===== src/hdl/positional_process_list_core_macros.svh =====
// Assertion helpers shared by the list core modules.
// Every property samples on clk and is switched off while rst_n is low.
`ifndef POSITIONAL_PROCESS_LIST_CORE_MACROS_SVH
`define POSITIONAL_PROCESS_LIST_CORE_MACROS_SVH

// The consequent must hold in the same cycle as the antecedent.
`define PPL_ASSERT_SAME(lbl, ante, cons, msg) \
  lbl: assert property (@(posedge clk) disable iff (!rst_n) (ante) |-> (cons)) \
    else $error(msg);

// The consequent must hold in the cycle after the antecedent.
`define PPL_ASSERT_NEXT(lbl, ante, cons, msg) \
  lbl: assert property (@(posedge clk) disable iff (!rst_n) (ante) |=> (cons)) \
    else $error(msg);

`endif


===== src/hdl/ppl_pkg.sv =====
package ppl_pkg;

  // Default number of entries in the list store.
  localparam int unsigned LIST_DEPTH_DEF = 64;

  // Fixed field widths of the transfer payloads.
  localparam int unsigned FUNC_W = 4;
  localparam int unsigned POS_W  = 7;
  localparam int unsigned PID_W  = 16;
  localparam int unsigned PRIO_W = 8;
  localparam int unsigned STAT_W = 2;
  localparam int unsigned CNT_W  = 7;

  // Operation codes.
  localparam logic [FUNC_W-1:0] FN_PUSH_FRONT = 4'd0;
  localparam logic [FUNC_W-1:0] FN_PUSH_BACK  = 4'd1;
  localparam logic [FUNC_W-1:0] FN_INSERT     = 4'd2;
  localparam logic [FUNC_W-1:0] FN_READ       = 4'd3;
  localparam logic [FUNC_W-1:0] FN_POP_FRONT  = 4'd4;
  localparam logic [FUNC_W-1:0] FN_POP_BACK   = 4'd5;
  localparam logic [FUNC_W-1:0] FN_POP_AT     = 4'd6;
  localparam logic [FUNC_W-1:0] FN_FIND       = 4'd7;
  localparam logic [FUNC_W-1:0] FN_DELETE     = 4'd8;

  // Status codes.
  localparam logic [STAT_W-1:0] ST_OK      = 2'd0;
  localparam logic [STAT_W-1:0] ST_BAD     = 2'd1;
  localparam logic [STAT_W-1:0] ST_FULL    = 2'd2;
  localparam logic [STAT_W-1:0] ST_MISSING = 2'd3;

  // One command.
  typedef struct packed {
    logic [FUNC_W-1:0]        func;
    logic [POS_W-1:0]         position;
    logic [PID_W-1:0]         pid;
    logic signed [PRIO_W-1:0] priority_req;
  } in_item_t;

  // One result.
  typedef struct packed {
    logic [STAT_W-1:0]        status;
    logic [PID_W-1:0]         out_pid;
    logic signed [PRIO_W-1:0] out_priority;
    logic [CNT_W-1:0]         count;
  } out_item_t;

  // One stored list entry.
  typedef struct packed {
    logic [PID_W-1:0]         pid;
    logic signed [PRIO_W-1:0] prio;
  } entry_t;

  // Port enables from the sequencer to the entry memory.
  typedef struct packed {
    logic wr_en;
    logic rd_en;
  } mem_ctl_t;

endpackage


===== src/hdl/ppl_mem.sv =====
module ppl_mem #(
  parameter int unsigned LIST_DEPTH = ppl_pkg::LIST_DEPTH_DEF,
  localparam int unsigned AW = $clog2(LIST_DEPTH)
) (
  input  logic              clk,
  input  ppl_pkg::mem_ctl_t ctl,
  input  logic [AW-1:0]     waddr,
  input  ppl_pkg::entry_t   wdata,
  input  logic [AW-1:0]     raddr,
  output ppl_pkg::entry_t   rdata
);

  ppl_pkg::entry_t store_r [LIST_DEPTH];
  ppl_pkg::entry_t rdata_r;

  // Write port.
  always_ff @(posedge clk) begin
    if (ctl.wr_en) begin
      store_r[waddr] <= wdata;
    end
  end

  // Registered read port; rdata follows in the cycle after rd_en.
  always_ff @(posedge clk) begin
    if (ctl.rd_en) begin
      rdata_r <= store_r[raddr];
    end
  end

  assign rdata = rdata_r;

endmodule


===== src/hdl/ppl_ctrl.sv =====
`include "positional_process_list_core_macros.svh"

module ppl_ctrl #(
  parameter int unsigned LIST_DEPTH = ppl_pkg::LIST_DEPTH_DEF,
  localparam int unsigned AW = $clog2(LIST_DEPTH)
) (
  input  logic               clk,
  input  logic               rst_n,
  input  logic               start,
  input  ppl_pkg::in_item_t  in_item,
  output logic               busy,
  output logic               out_valid,
  output ppl_pkg::out_item_t out_result,
  output ppl_pkg::mem_ctl_t  mem_ctl,
  output logic [AW-1:0]      mem_waddr,
  output ppl_pkg::entry_t    mem_wdata,
  output logic [AW-1:0]      mem_raddr,
  input  ppl_pkg::entry_t    mem_rdata
);

  localparam int unsigned CW   = $clog2(LIST_DEPTH + 1);
  localparam int unsigned CMPW = (CW > ppl_pkg::POS_W) ? CW : ppl_pkg::POS_W;

  typedef enum logic [2:0] {
    S_IDLE  = 3'b001,
    S_UP    = 3'b010,
    S_SWEEP = 3'b100
  } state_t;

  // Control state.
  state_t             state_r, state_nxt;
  logic [CW-1:0]      count_r, count_nxt;
  logic               more_r, more_nxt;
  logic               pend_r, pend_nxt;
  logic               found_r, found_nxt;
  logic               out_valid_r, out_valid_nxt;

  // Working registers of the running operation.
  logic [AW-1:0]      rd_r, rd_nxt;
  logic [AW-1:0]      lo_r, lo_nxt;
  logic [AW-1:0]      idx_r, idx_nxt;
  logic               by_pid_r, by_pid_nxt;
  logic               remove_r, remove_nxt;
  logic [ppl_pkg::PID_W-1:0] key_r, key_nxt;
  ppl_pkg::entry_t    new_r, new_nxt;
  ppl_pkg::entry_t    hit_r, hit_nxt;
  ppl_pkg::out_item_t out_r, out_nxt;

  // Builds a result item; the count is cut to the field width.
  function automatic ppl_pkg::out_item_t mk_result(
    input logic [ppl_pkg::STAT_W-1:0] st,
    input ppl_pkg::entry_t            e,
    input logic [CW-1:0]              c
  );
    ppl_pkg::out_item_t r;
    logic [CMPW-1:0]    cx;
    cx             = CMPW'(c);
    r.status       = st;
    r.out_pid      = e.pid;
    r.out_priority = e.prio;
    r.count        = cx[ppl_pkg::CNT_W-1:0];
    return r;
  endfunction

  // Sequencer: decode in idle, then shift entries up or sweep forward.
  always_comb begin
    logic [CMPW-1:0] pos_x;
    logic [CMPW-1:0] cnt_x;
    logic [CMPW-1:0] tgt_x;
    logic [CW-1:0]   cnt_inc;
    logic [CW-1:0]   cnt_dec;
    logic            full;
    logic            empty;
    logic            go_sweep;
    logic [AW-1:0]   sw_start;
    logic            match;

    pos_x    = CMPW'(in_item.position);
    cnt_x    = CMPW'(count_r);
    cnt_inc  = count_r + CW'(1);
    cnt_dec  = count_r - CW'(1);
    full     = (count_r == CW'(LIST_DEPTH));
    empty    = (count_r == '0);
    go_sweep = 1'b0;
    sw_start = '0;
    tgt_x    = '0;
    match    = 1'b0;

    state_nxt     = state_r;
    count_nxt     = count_r;
    more_nxt      = more_r;
    pend_nxt      = pend_r;
    found_nxt     = found_r;
    out_valid_nxt = 1'b0;
    rd_nxt        = rd_r;
    lo_nxt        = lo_r;
    idx_nxt       = idx_r;
    by_pid_nxt    = by_pid_r;
    remove_nxt    = remove_r;
    key_nxt       = key_r;
    new_nxt       = new_r;
    hit_nxt       = hit_r;
    out_nxt       = out_r;

    mem_ctl   = '0;
    mem_waddr = '0;
    mem_wdata = '0;
    mem_raddr = '0;

    unique case (state_r)
      S_IDLE: begin
        if (start) begin
          unique case (in_item.func)
            ppl_pkg::FN_PUSH_FRONT, ppl_pkg::FN_PUSH_BACK, ppl_pkg::FN_INSERT: begin
              if (in_item.func == ppl_pkg::FN_PUSH_FRONT) begin
                tgt_x = '0;
              end else if (in_item.func == ppl_pkg::FN_PUSH_BACK) begin
                tgt_x = cnt_x;
              end else begin
                tgt_x = pos_x;
              end
              if (in_item.func == ppl_pkg::FN_INSERT && pos_x > cnt_x) begin
                out_valid_nxt = 1'b1;
                out_nxt       = mk_result(ppl_pkg::ST_BAD, '0, count_r);
              end else if (full) begin
                out_valid_nxt = 1'b1;
                out_nxt       = mk_result(ppl_pkg::ST_FULL, '0, count_r);
              end else if (tgt_x == cnt_x) begin
                // Append at the back: nothing moves.
                mem_ctl.wr_en  = 1'b1;
                mem_waddr      = count_r[AW-1:0];
                mem_wdata.pid  = in_item.pid;
                mem_wdata.prio = in_item.priority_req;
                count_nxt      = cnt_inc;
                out_valid_nxt  = 1'b1;
                out_nxt        = mk_result(ppl_pkg::ST_OK, '0, cnt_inc);
              end else begin
                state_nxt    = S_UP;
                rd_nxt       = cnt_dec[AW-1:0];
                lo_nxt       = tgt_x[AW-1:0];
                more_nxt     = 1'b1;
                pend_nxt     = 1'b0;
                new_nxt.pid  = in_item.pid;
                new_nxt.prio = in_item.priority_req;
              end
            end
            ppl_pkg::FN_READ, ppl_pkg::FN_POP_AT: begin
              if (pos_x >= cnt_x) begin
                out_valid_nxt = 1'b1;
                out_nxt       = mk_result(ppl_pkg::ST_BAD, '0, count_r);
              end else begin
                go_sweep   = 1'b1;
                sw_start   = pos_x[AW-1:0];
                by_pid_nxt = 1'b0;
                remove_nxt = (in_item.func == ppl_pkg::FN_POP_AT);
              end
            end
            ppl_pkg::FN_POP_FRONT, ppl_pkg::FN_POP_BACK: begin
              if (empty) begin
                out_valid_nxt = 1'b1;
                out_nxt       = mk_result(ppl_pkg::ST_BAD, '0, count_r);
              end else begin
                go_sweep   = 1'b1;
                sw_start   = (in_item.func == ppl_pkg::FN_POP_FRONT) ? '0
                                                                     : cnt_dec[AW-1:0];
                by_pid_nxt = 1'b0;
                remove_nxt = 1'b1;
              end
            end
            ppl_pkg::FN_FIND, ppl_pkg::FN_DELETE: begin
              if (empty) begin
                out_valid_nxt = 1'b1;
                out_nxt       = mk_result(ppl_pkg::ST_MISSING, '0, count_r);
              end else begin
                go_sweep   = 1'b1;
                sw_start   = '0;
                by_pid_nxt = 1'b1;
                remove_nxt = (in_item.func == ppl_pkg::FN_DELETE);
              end
            end
            default: begin
              out_valid_nxt = 1'b1;
              out_nxt       = mk_result(ppl_pkg::ST_BAD, '0, count_r);
            end
          endcase
          if (go_sweep) begin
            state_nxt = S_SWEEP;
            rd_nxt    = sw_start;
            more_nxt  = 1'b1;
            pend_nxt  = 1'b0;
            found_nxt = 1'b0;
            key_nxt   = in_item.pid;
          end
        end
      end

      S_UP: begin
        // Data read last cycle moves one place toward the back.
        if (pend_r) begin
          mem_ctl.wr_en = 1'b1;
          mem_waddr     = idx_r + AW'(1);
          mem_wdata     = mem_rdata;
        end
        // Read from the back down to the insert position.
        pend_nxt = more_r;
        if (more_r) begin
          mem_ctl.rd_en = 1'b1;
          mem_raddr     = rd_r;
          idx_nxt       = rd_r;
          if (rd_r == lo_r) begin
            more_nxt = 1'b0;
          end else begin
            rd_nxt = rd_r - AW'(1);
          end
        end
        // Gap is open: place the new entry.
        if (!more_r && !pend_r) begin
          mem_ctl.wr_en = 1'b1;
          mem_waddr     = lo_r;
          mem_wdata     = new_r;
          count_nxt     = cnt_inc;
          state_nxt     = S_IDLE;
          out_valid_nxt = 1'b1;
          out_nxt       = mk_result(ppl_pkg::ST_OK, '0, cnt_inc);
        end
      end

      S_SWEEP: begin
        // Read forward up to the last entry.
        pend_nxt = more_r;
        if (more_r) begin
          mem_ctl.rd_en = 1'b1;
          mem_raddr     = rd_r;
          idx_nxt       = rd_r;
          if (rd_r == cnt_dec[AW-1:0]) begin
            more_nxt = 1'b0;
          end else begin
            rd_nxt = rd_r + AW'(1);
          end
        end
        // Check returned data; after a removal hit, close the gap.
        if (pend_r) begin
          if (!found_r) begin
            match = !by_pid_r || (mem_rdata.pid == key_r);
            if (match) begin
              found_nxt = 1'b1;
              hit_nxt   = mem_rdata;
              if (!remove_r) begin
                state_nxt     = S_IDLE;
                more_nxt      = 1'b0;
                pend_nxt      = 1'b0;
                out_valid_nxt = 1'b1;
                out_nxt       = mk_result(ppl_pkg::ST_OK, mem_rdata, count_r);
              end
            end
          end else if (remove_r) begin
            mem_ctl.wr_en = 1'b1;
            mem_waddr     = idx_r - AW'(1);
            mem_wdata     = mem_rdata;
          end
        end
        // All entries handled.
        if (!more_r && !pend_r) begin
          state_nxt     = S_IDLE;
          out_valid_nxt = 1'b1;
          if (found_r) begin
            count_nxt = cnt_dec;
            out_nxt   = mk_result(ppl_pkg::ST_OK, hit_r, cnt_dec);
          end else begin
            out_nxt = mk_result(ppl_pkg::ST_MISSING, '0, count_r);
          end
        end
      end

      default: begin
        state_nxt = S_IDLE;
      end
    endcase
  end

  // Control registers.
  always_ff @(posedge clk) begin
    if (!rst_n) begin
      state_r     <= S_IDLE;
      count_r     <= '0;
      more_r      <= 1'b0;
      pend_r      <= 1'b0;
      found_r     <= 1'b0;
      out_valid_r <= 1'b0;
    end else begin
      state_r     <= state_nxt;
      count_r     <= count_nxt;
      more_r      <= more_nxt;
      pend_r      <= pend_nxt;
      found_r     <= found_nxt;
      out_valid_r <= out_valid_nxt;
    end
  end

  // Working and result registers.
  always_ff @(posedge clk) begin
    rd_r     <= rd_nxt;
    lo_r     <= lo_nxt;
    idx_r    <= idx_nxt;
    by_pid_r <= by_pid_nxt;
    remove_r <= remove_nxt;
    key_r    <= key_nxt;
    new_r    <= new_nxt;
    hit_r    <= hit_nxt;
    out_r    <= out_nxt;
  end

  assign busy       = (state_r != S_IDLE);
  assign out_valid  = out_valid_r;
  assign out_result = out_r;

  // A shift never writes the entry it reads in the same cycle.
  `PPL_ASSERT_SAME(a_no_rw_clash, mem_ctl.wr_en && mem_ctl.rd_en, mem_waddr != mem_raddr,
    "memory read and write hit the same entry")
  // Results are only shown once the sequencer is back in idle.
  `PPL_ASSERT_SAME(a_result_idle, out_valid_r, state_r == S_IDLE,
    "result strobe while an operation is still running")
  // An accepted command either answers at once or keeps the block busy.
  `PPL_ASSERT_NEXT(a_accept_progress, start && !busy, out_valid_r || busy,
    "accepted command neither answered nor started")
  // The entry count only changes together with a result.
  `PPL_ASSERT_NEXT(a_count_hold, !out_valid_nxt, $stable(count_r),
    "entry count changed without a result")
  // A full status is only given when the store is really full.
  `PPL_ASSERT_SAME(a_full_status, out_valid_r && out_r.status == ppl_pkg::ST_FULL,
    count_r == CW'(LIST_DEPTH), "full status with free entries")

endmodule


===== src/hdl/positional_process_list_core.sv =====
// Errors and any push or insert at the back answer in the cycle after the transfer.
// Other pushes and inserts shift the later entries up first, one memory shift per cycle.
// Reads, pops, finds and deletes sweep the entry memory from the start position, one entry per
// cycle; pops and deletes run to the back, reads and finds stop at the first hit.
// One command at a time; errors and appends at the back never raise busy, others drop it in the
// result cycle. Reset clears control state and count, not memory; out_valid cannot be stalled.
module positional_process_list_core #(
  parameter int unsigned LIST_DEPTH = ppl_pkg::LIST_DEPTH_DEF
) (
  input  logic               clk,
  input  logic               rst_n,
  input  logic               start,
  input  ppl_pkg::in_item_t  in_item,
  output logic               busy,
  output logic               out_valid,
  output ppl_pkg::out_item_t out_result
);

  localparam int unsigned AW = $clog2(LIST_DEPTH);

  ppl_pkg::mem_ctl_t mem_ctl;
  logic [AW-1:0]     mem_waddr;
  logic [AW-1:0]     mem_raddr;
  ppl_pkg::entry_t   mem_wdata;
  ppl_pkg::entry_t   mem_rdata;

  // Sequencer with decode, shift and sweep control.
  ppl_ctrl #(
    .LIST_DEPTH(LIST_DEPTH)
  ) u_ctrl (
    .clk       (clk),
    .rst_n     (rst_n),
    .start     (start),
    .in_item   (in_item),
    .busy      (busy),
    .out_valid (out_valid),
    .out_result(out_result),
    .mem_ctl   (mem_ctl),
    .mem_waddr (mem_waddr),
    .mem_wdata (mem_wdata),
    .mem_raddr (mem_raddr),
    .mem_rdata (mem_rdata)
  );

  // Entry memory holding pid and priority per list position.
  ppl_mem #(
    .LIST_DEPTH(LIST_DEPTH)
  ) u_mem (
    .clk  (clk),
    .ctl  (mem_ctl),
    .waddr(mem_waddr),
    .wdata(mem_wdata),
    .raddr(mem_raddr),
    .rdata(mem_rdata)
  );

endmodule


===== config.mk =====
export PLATFORM = sky130hd
export DESIGN_NAME = positional_process_list_core
export DESIGN_NICKNAME = d
export VERILOG_FILES = /design/src/hdl/ppl_pkg.sv /design/src/hdl/ppl_mem.sv /design/src/hdl/ppl_ctrl.sv /design/src/hdl/positional_process_list_core.sv
export VERILOG_INCLUDE_DIRS = /design/src /design/src/hdl
export SDC_FILE = /design/constraint.sdc
export NUM_CORES = 2
export LEC_CHECK = 0
export BUFFER_PORTS_ARGS = -buffer_cell sky130_fd_sc_hd__buf_2
export CORE_MARGIN = 2
export CORE_UTILIZATION = 31
export DETAILED_ROUTE_END_ITERATION = 8
export PLACE_DENSITY = 0.55
export SYNTH_ARGS = -nofsm -noshare
export SYNTH_HDL_FRONTEND = slang
export SYNTH_HIERARCHICAL = 1
export SYNTH_SLANG_ARGS = --single-unit

===== constraint.sdc =====
create_clock -name clk -period 5.39 [get_ports clk]
set_clock_uncertainty 0.05 [all_clocks]
set_input_delay 1.078 -clock clk [delete_from_list [all_inputs] [get_ports clk]]
set_output_delay 1.078 -clock clk [all_outputs]
set_load 0.03 [all_outputs]

* Yosys cells after proc, flatten, opt, wreduce, memory -nomap -nowiden *
Memories as Yosys holds them, arrays and structs flattened. A register that Yosys moved wholly into a read port is not among the register bits.
Cells that the tools add are included.

operators by class
  reductions and logical operators = 28
  equality and inequality tests = 46
  $add $sub $neg = 6
  bitwise logic cells = 4
  multiplexer cells = 154
  order comparisons = 2

operators by type and width
  operator                                                count
  two-way mux 33 bit                                      14
  two-way mux 24 bit                                      10
  two-way mux 6 bit                                       25
  one-hot mux 33 bit (4 select lines)                     1
  one-hot mux 33 bit (3 select lines)                     1
  two-way mux 7 bit                                       13
  one-hot mux 24 bit (3 select lines)                     1
  two-way mux 1 bit                                       63
  two-way mux 3 bit                                       12
  one-hot mux 6 bit (3 select lines)                      2
  one-hot mux 1 bit (3 select lines)                      7
  one-hot mux 7 bit (3 select lines)                      1
  AND reduction 10 bit                                    2
  inequality test 2 bit (second input constant)           9
  AND reduction 6 bit                                     3
  equality test 16 bit                                    1
  equality test 4 x 3 -> 1 bit (second input constant)    4
  inequality test 2 x 1 -> 1 bit (second input constant)  8
  inequality test 3 bit (second input constant)           5
  adder 6 x 1 -> 6 bit (second input constant)            2
  equality test 6 bit                                     2
  inequality test 3 x 2 -> 1 bit (second input constant)  4
  one-hot mux 6 bit (2 select lines)                      1
  subtractor 6 x 1 -> 6 bit (second input constant)       2
  32 further kinds                                        47

word-level totals
  memory bits (writable) = 1536
  memories = 1
  flip-flop bits (word level) = 131
  word-level logic and storage cells = 261

memories
  memory         depth  width  read ports  clocked after Yosys merged registers in  wr ports  line           source
  u_mem.store_r  64     24     1           1                                        1         ppl_mem.sv:13  ppl_pkg::entry_t store_r [LIST_DEPTH];

* Longest topological paths before layout *
  depth after elaboration = 15
  mapped depth = 17

* Hierarchy *
The synthesis kept the hierarchy.

modules (own cells, without submodules)
  module    cells each  instances  area an instance (sq um)  sequential area each (sq um)
  ppl_mem   2611        1          59570.9                   46844.9
  ppl_ctrl  590         1          6875.3                    3793.6

* Least setup slack after synthesis *
No wires, ideal clock.

  path type = input port to flip-flop
  start point = input port in_item[28] (netlist name)
  end point = memory u_mem/store_r[18][0] (netlist name) (enable)
  cell stages on the path = 14
  library setup time = 405 ps
  arrival = 4920 ps
  required time = 4935 ps
  path slack = 15 ps
  cell sequence = ha_1 -> a211oi_1 -> o21ai_1 -> o2bb2ai_2 -> nand2_1 -> nor4b_4 -> buf_6 -> nand2_1 -> o221ai_1 -> clkbuf_1 -> or3b_2 -> or2_2 -> clkbuf_1 -> nor2_1

RTL lines
  element                               line                                source
  start, declared                       positional_process_list_core.sv:13  input ppl_pkg::in_item_t in_item,
  two-way mux 7 bit                     ppl_ctrl.sv:117                     end else if (in_item.func == ppl_pkg::FN_PUSH_BACK) begin
  two-way mux 7 bit                     ppl_ctrl.sv:115                     if (in_item.func == ppl_pkg::FN_PUSH_FRONT) begin
  two-way mux 7 bit                     ppl_ctrl.sv:113                     unique case (in_item.func)
  two-way mux 7 bit                     ppl_ctrl.sv:112                     if (start) begin
  two-way mux 7 bit                     ppl_ctrl.sv:110                     unique case (state_r)
  equality test 7 bit                   ppl_ctrl.sv:128                     end else if (tgt_x == cnt_x) begin
  two-way mux 6 bit                     ppl_ctrl.sv:128
  two-way mux 6 bit                     ppl_ctrl.sv:125                     end else if (full) begin
  two-way mux 6 bit *                   ppl_ctrl.sv:122                     if (in_item.func == ppl_pkg::FN_INSERT && pos_x > cnt_x) begin
  two-way mux 6 bit *                   ppl_ctrl.sv:113
  two-way mux 6 bit *                   ppl_ctrl.sv:112
  one-hot mux 6 bit (3 select lines) *  ppl_ctrl.sv:110
  named net mem_waddr[1]                positional_process_list_core.sv:22  logic [AW-1:0] mem_waddr;
  end, declared                         ppl_mem.sv:13

Mark *: on every way through the listed nets, which the timed path passes. The rest lies on a longest branch. The select of a mux whose other input is x is not followed.

* Final worst setup path *
  start point = register u_ctrl.count_r[2]
  end point = memory u_mem/store_r[37][5] (netlist name) (enable)

RTL lines
  element                               line                                source
  start, declared                       ppl_ctrl.sv:32                      logic [CW-1:0] count_r, count_nxt;
  start signal, assigned                ppl_ctrl.sv:292                     count_r <= count_nxt;
  two-way mux 7 bit                     ppl_ctrl.sv:117
  two-way mux 7 bit                     ppl_ctrl.sv:115
  two-way mux 7 bit                     ppl_ctrl.sv:113
  two-way mux 7 bit                     ppl_ctrl.sv:112
  two-way mux 7 bit                     ppl_ctrl.sv:110
  equality test 7 bit                   ppl_ctrl.sv:128
  two-way mux 6 bit                     ppl_ctrl.sv:128
  two-way mux 6 bit                     ppl_ctrl.sv:125
  two-way mux 6 bit *                   ppl_ctrl.sv:122
  two-way mux 6 bit *                   ppl_ctrl.sv:113
  two-way mux 6 bit *                   ppl_ctrl.sv:112
  one-hot mux 6 bit (3 select lines) *  ppl_ctrl.sv:110
  named net mem_waddr[5]                positional_process_list_core.sv:22

Marked as above.

==> reports/metrics.csv <==
metric,value,unit
DRT antenna net count,0,
"non-filler cells, final",6427,
Power Internal,20.6,mW
Least-Margin Pin Slew,1.14,ns
PortBufs,72,
outcome,"finished, final reports clean",
"Max FO, Critical Path",24,
CTS Sinks,1691,
Fillers,19346,
Initial Utilization,31.3,%
# nets final,3529,
maximum clock path buffer count,3,
combinational group share of total power,1.2,%
setup bufs post-CTS,0,
final setup vio count,0,
CP Cell Sequence,inv_2 -> ha_1 -> nand3_1 -> o31ai_1 -> o2bb2ai_2 -> nand2_1 -> nor4b_4 -> buf_4 -> nand2_1 -> o221ai_1 -> nand3_1 -> nor2_2 -> buf_4,
MaxCap Viol Count,0,
"Top FF cell, synth",edfxtp_1,
die area,218000,um2
FMAX,209,MHz
crit path kind,register to register,
mapped cell area,66400,um2
Vias/cell,5.21,
slowest cell on the critical path,nand3_1,
Tcrit/Tclk final,88.8,%
H-tree levels,4,
Yosys reg bits,1691,
Final Instance Area,77400,um2
"Distinct cells, synth",72,
total negative slack,0,ns
DR DRC count,0,
"EDFF count, synth",1677,
crit-path max cell delay,0.73,ns
CP Capture Type,register,
Area Overhead vs Synth,16.5,%
"Seq/Total Area, Yosys",76.2,%
Area after DPL,72200,um2
post_cts resized,0,
Tmin final,4.78,ns
row count,169,
multi-input logic area,14800,um2
Die Height,467,um
share of layout cells above drive strength 1,28.5,%
Die Wd,467,um
Gate Count Post-Synth,3201,
Vias,33493,
CTS tree,done,
Ys Warns,6,
Final HPWL DP,110,mm
CP required,5.78,ns
Clock transition at path regs,0.06,ns
drt wl/cell,27.4,um
Yosys top cell by area,edfxtp_1,
WL final,176,mm
worst path buffer plus inverter count,3,
initial antenna violation count,6,
Syn Nets,3256,
GRT Total Usage,15.9,%
Clk pwr share,43.2,%
leak pwr,23.6,nW
fin. max-slew vios,0,
placed cells,6125,
synth top area cells,"edfxtp_1, mux4_2, mux2i_1",
pre-CTS setup slack,0.273,ns
switching share of power,20.2,%
number of global-route vias before repair,32536,
CP Data Arrival Time,5.18,ns
total core area,213000,um2
pin count of the biggest net entering global routing,65,
pwr dens,333,nW/um2
RePlAce Congestion,0.881,
RSZ-0062 raised after global routing,false,
Hold WC Path Type,input port to register,
cts bufs inserted,168,
Syn Area/Cell,20.8,um2
fin util,36.4,%
total congestion overflow,0,
maximum VDD drop,0.361,mV
first-pass GRT wire length,247,mm
Flop pwr share,55.6,%
Synth top area share,75.8,%
Worst slew margin,23.0,%
worst-skew pair later-pin latency,0.81,ns
Fin Hold WS,0.441,ns
hold_buf cts,0,
IO Count,73,
Post-synth ARST share,0,%
drt pass-1 iters,7,
startpoint types,register,
"Hold Violations, Final",0,
Root Buffer,clkbuf_16,
FF+latch area,50600,um2
final worst slack,0.606,ns
switching power,5.20,mW
Worst path top cell family by delay,simple AND/OR/NAND/NOR gates,
initial DRC count,4100,
total power,25.8,mW
final cells by class:
type | instances | area share, %
inverter | 53 | 0.257
antenna | 1 | 0.00323
multi-input combinational | 1278 | 19.2
sequential | 1691 | 65.4
tap | 2821 | 4.56
timing repair buffer | 282 | 3.89
clock inverter | 97 | 1.03
clock buffer | 204 | 5.66
state kept, by name, summed over array words and instances, names as in the netlist:
name,cells
u_ctrl/pend_r,1
u_ctrl/lo_r,6
u_ctrl/new_r,24
u_ctrl/key_r,16
u_ctrl/count_r,7
u_ctrl/idx_r,6
u_ctrl/by_pid_r,1
u_ctrl/state_r,3
u_mem/store_r,1536
u_ctrl/out_result,33
u_ctrl/hit_r,24
u_ctrl/remove_r,1
u_ctrl/out_valid,1
u_ctrl/found_r,1
u_mem/rdata,24
u_ctrl/more_r,1
u_ctrl/rd_r,6
worst reg2reg max path, stage by stage (launching register included):
cell	delay, ns
dfxtp_1	0.70
inv_2	0.15
ha_1	0.36
nand3_1	0.12
o31ai_1	0.25
o2bb2ai_2	0.19
nand2_1	0.19
nor4b_4	0.33
buf_4	0.21
nand2_1	0.06
o221ai_1	0.38
nand3_1	0.73
nor2_2	0.25
buf_4	0.40
path summary, 6_finish.rpt:
kind / start / endpoint / slack [ns] / cells after the start
hold reg to reg: u_mem/rdata[1] / u_ctrl/hit_r[1] / 0.47 / 0
hold / removal: in_item[5] / u_ctrl/new_r[5] / 0.44 / 1
setup / recovery: u_ctrl/count_r[2] / u_mem/store_r[37][5] / 0.61 / 13
setup reg to reg: u_ctrl/count_r[2] / u_mem/store_r[37][5] / 0.61 / 13
power by group through the flow:
stage / logic, mW / clock network, mW / registers (mW)
after detailed placement: 0.319 / 0 / 14.6
after CTS: 0.321 / 11.4 / 14.3
after floorplan: 0.134 / 0 / 14.7
after global placement: 0.320 / 0 / 14.6
final: 0.321 / 11.1 / 14.3
after global routing: 0.344 / 11.8 / 14.3
cells in the mapped netlist, types with 8 or more instances:
master,instances
edfxtp_1,1677
mux4_2,356
mux2i_1,114
nor2_1,113
nand2_1,95
clkbuf_1,71
a221oi_1,58
buf_2,49
a22oi_1,48
inv_1,46
o22ai_1,43
nand3_1,42
mux2_2,38
o21ai_0,38
xnor2_1,36
buf_4,30
a222oi_1,25
a22o_1,25
a21oi_1,20
buf_6,19
a31oi_1,18
ha_1,16
dfxtp_1,14
xor2_1,14
o21a_1,13
and3_1,11
o21ai_1,11
nand4_1,10
nor2b_1,9
buf_1,8
o2111ai_1,8
o41ai_1,8
cell usage in the layout (no fill, tap or decap), types with 42 or more instances in the layout:
cell type and count:
a221oi_1 58, nand2_1 95, clkbuf_16 170, nand3_1 42
edfxtp_1 1677, nor2_2 66, o22ai_1 43, clkinv_1 42
mux4_2 356, buf_12 86, a22oi_1 48, buf_2 72
buf_4 124, nor2_1 46, mux2i_1 114
kinds of logic (layout without fill, tap and decap cells):
kind of cell    count (synthesis)  in the layout  share of synthesized area (%)
flops                        1691           1691                           76.2
other cells                     0              1                              0
buf+inv                       232            636                           1.81
mux                           508            508                           14.4
simple gates                  344            344                           2.52
xor+xnor                       50             50                          0.659
fa+ha+maj                      17             17                          0.331
compound gates                359            359                           4.05
routing by layer:
layer | global-route usage [%] | vias up | part of all wire, %
li1 | - | 13986 | -
met1 | 23.2 | 17863 | 44
met2 | 23.8 | 1405 | 45
met3 | 2.80 | 239 | 7.3
met4 | 5.68 | 0 | 3.4
met5 | 0 | - | 0
(Power assumes the default switching activity.)
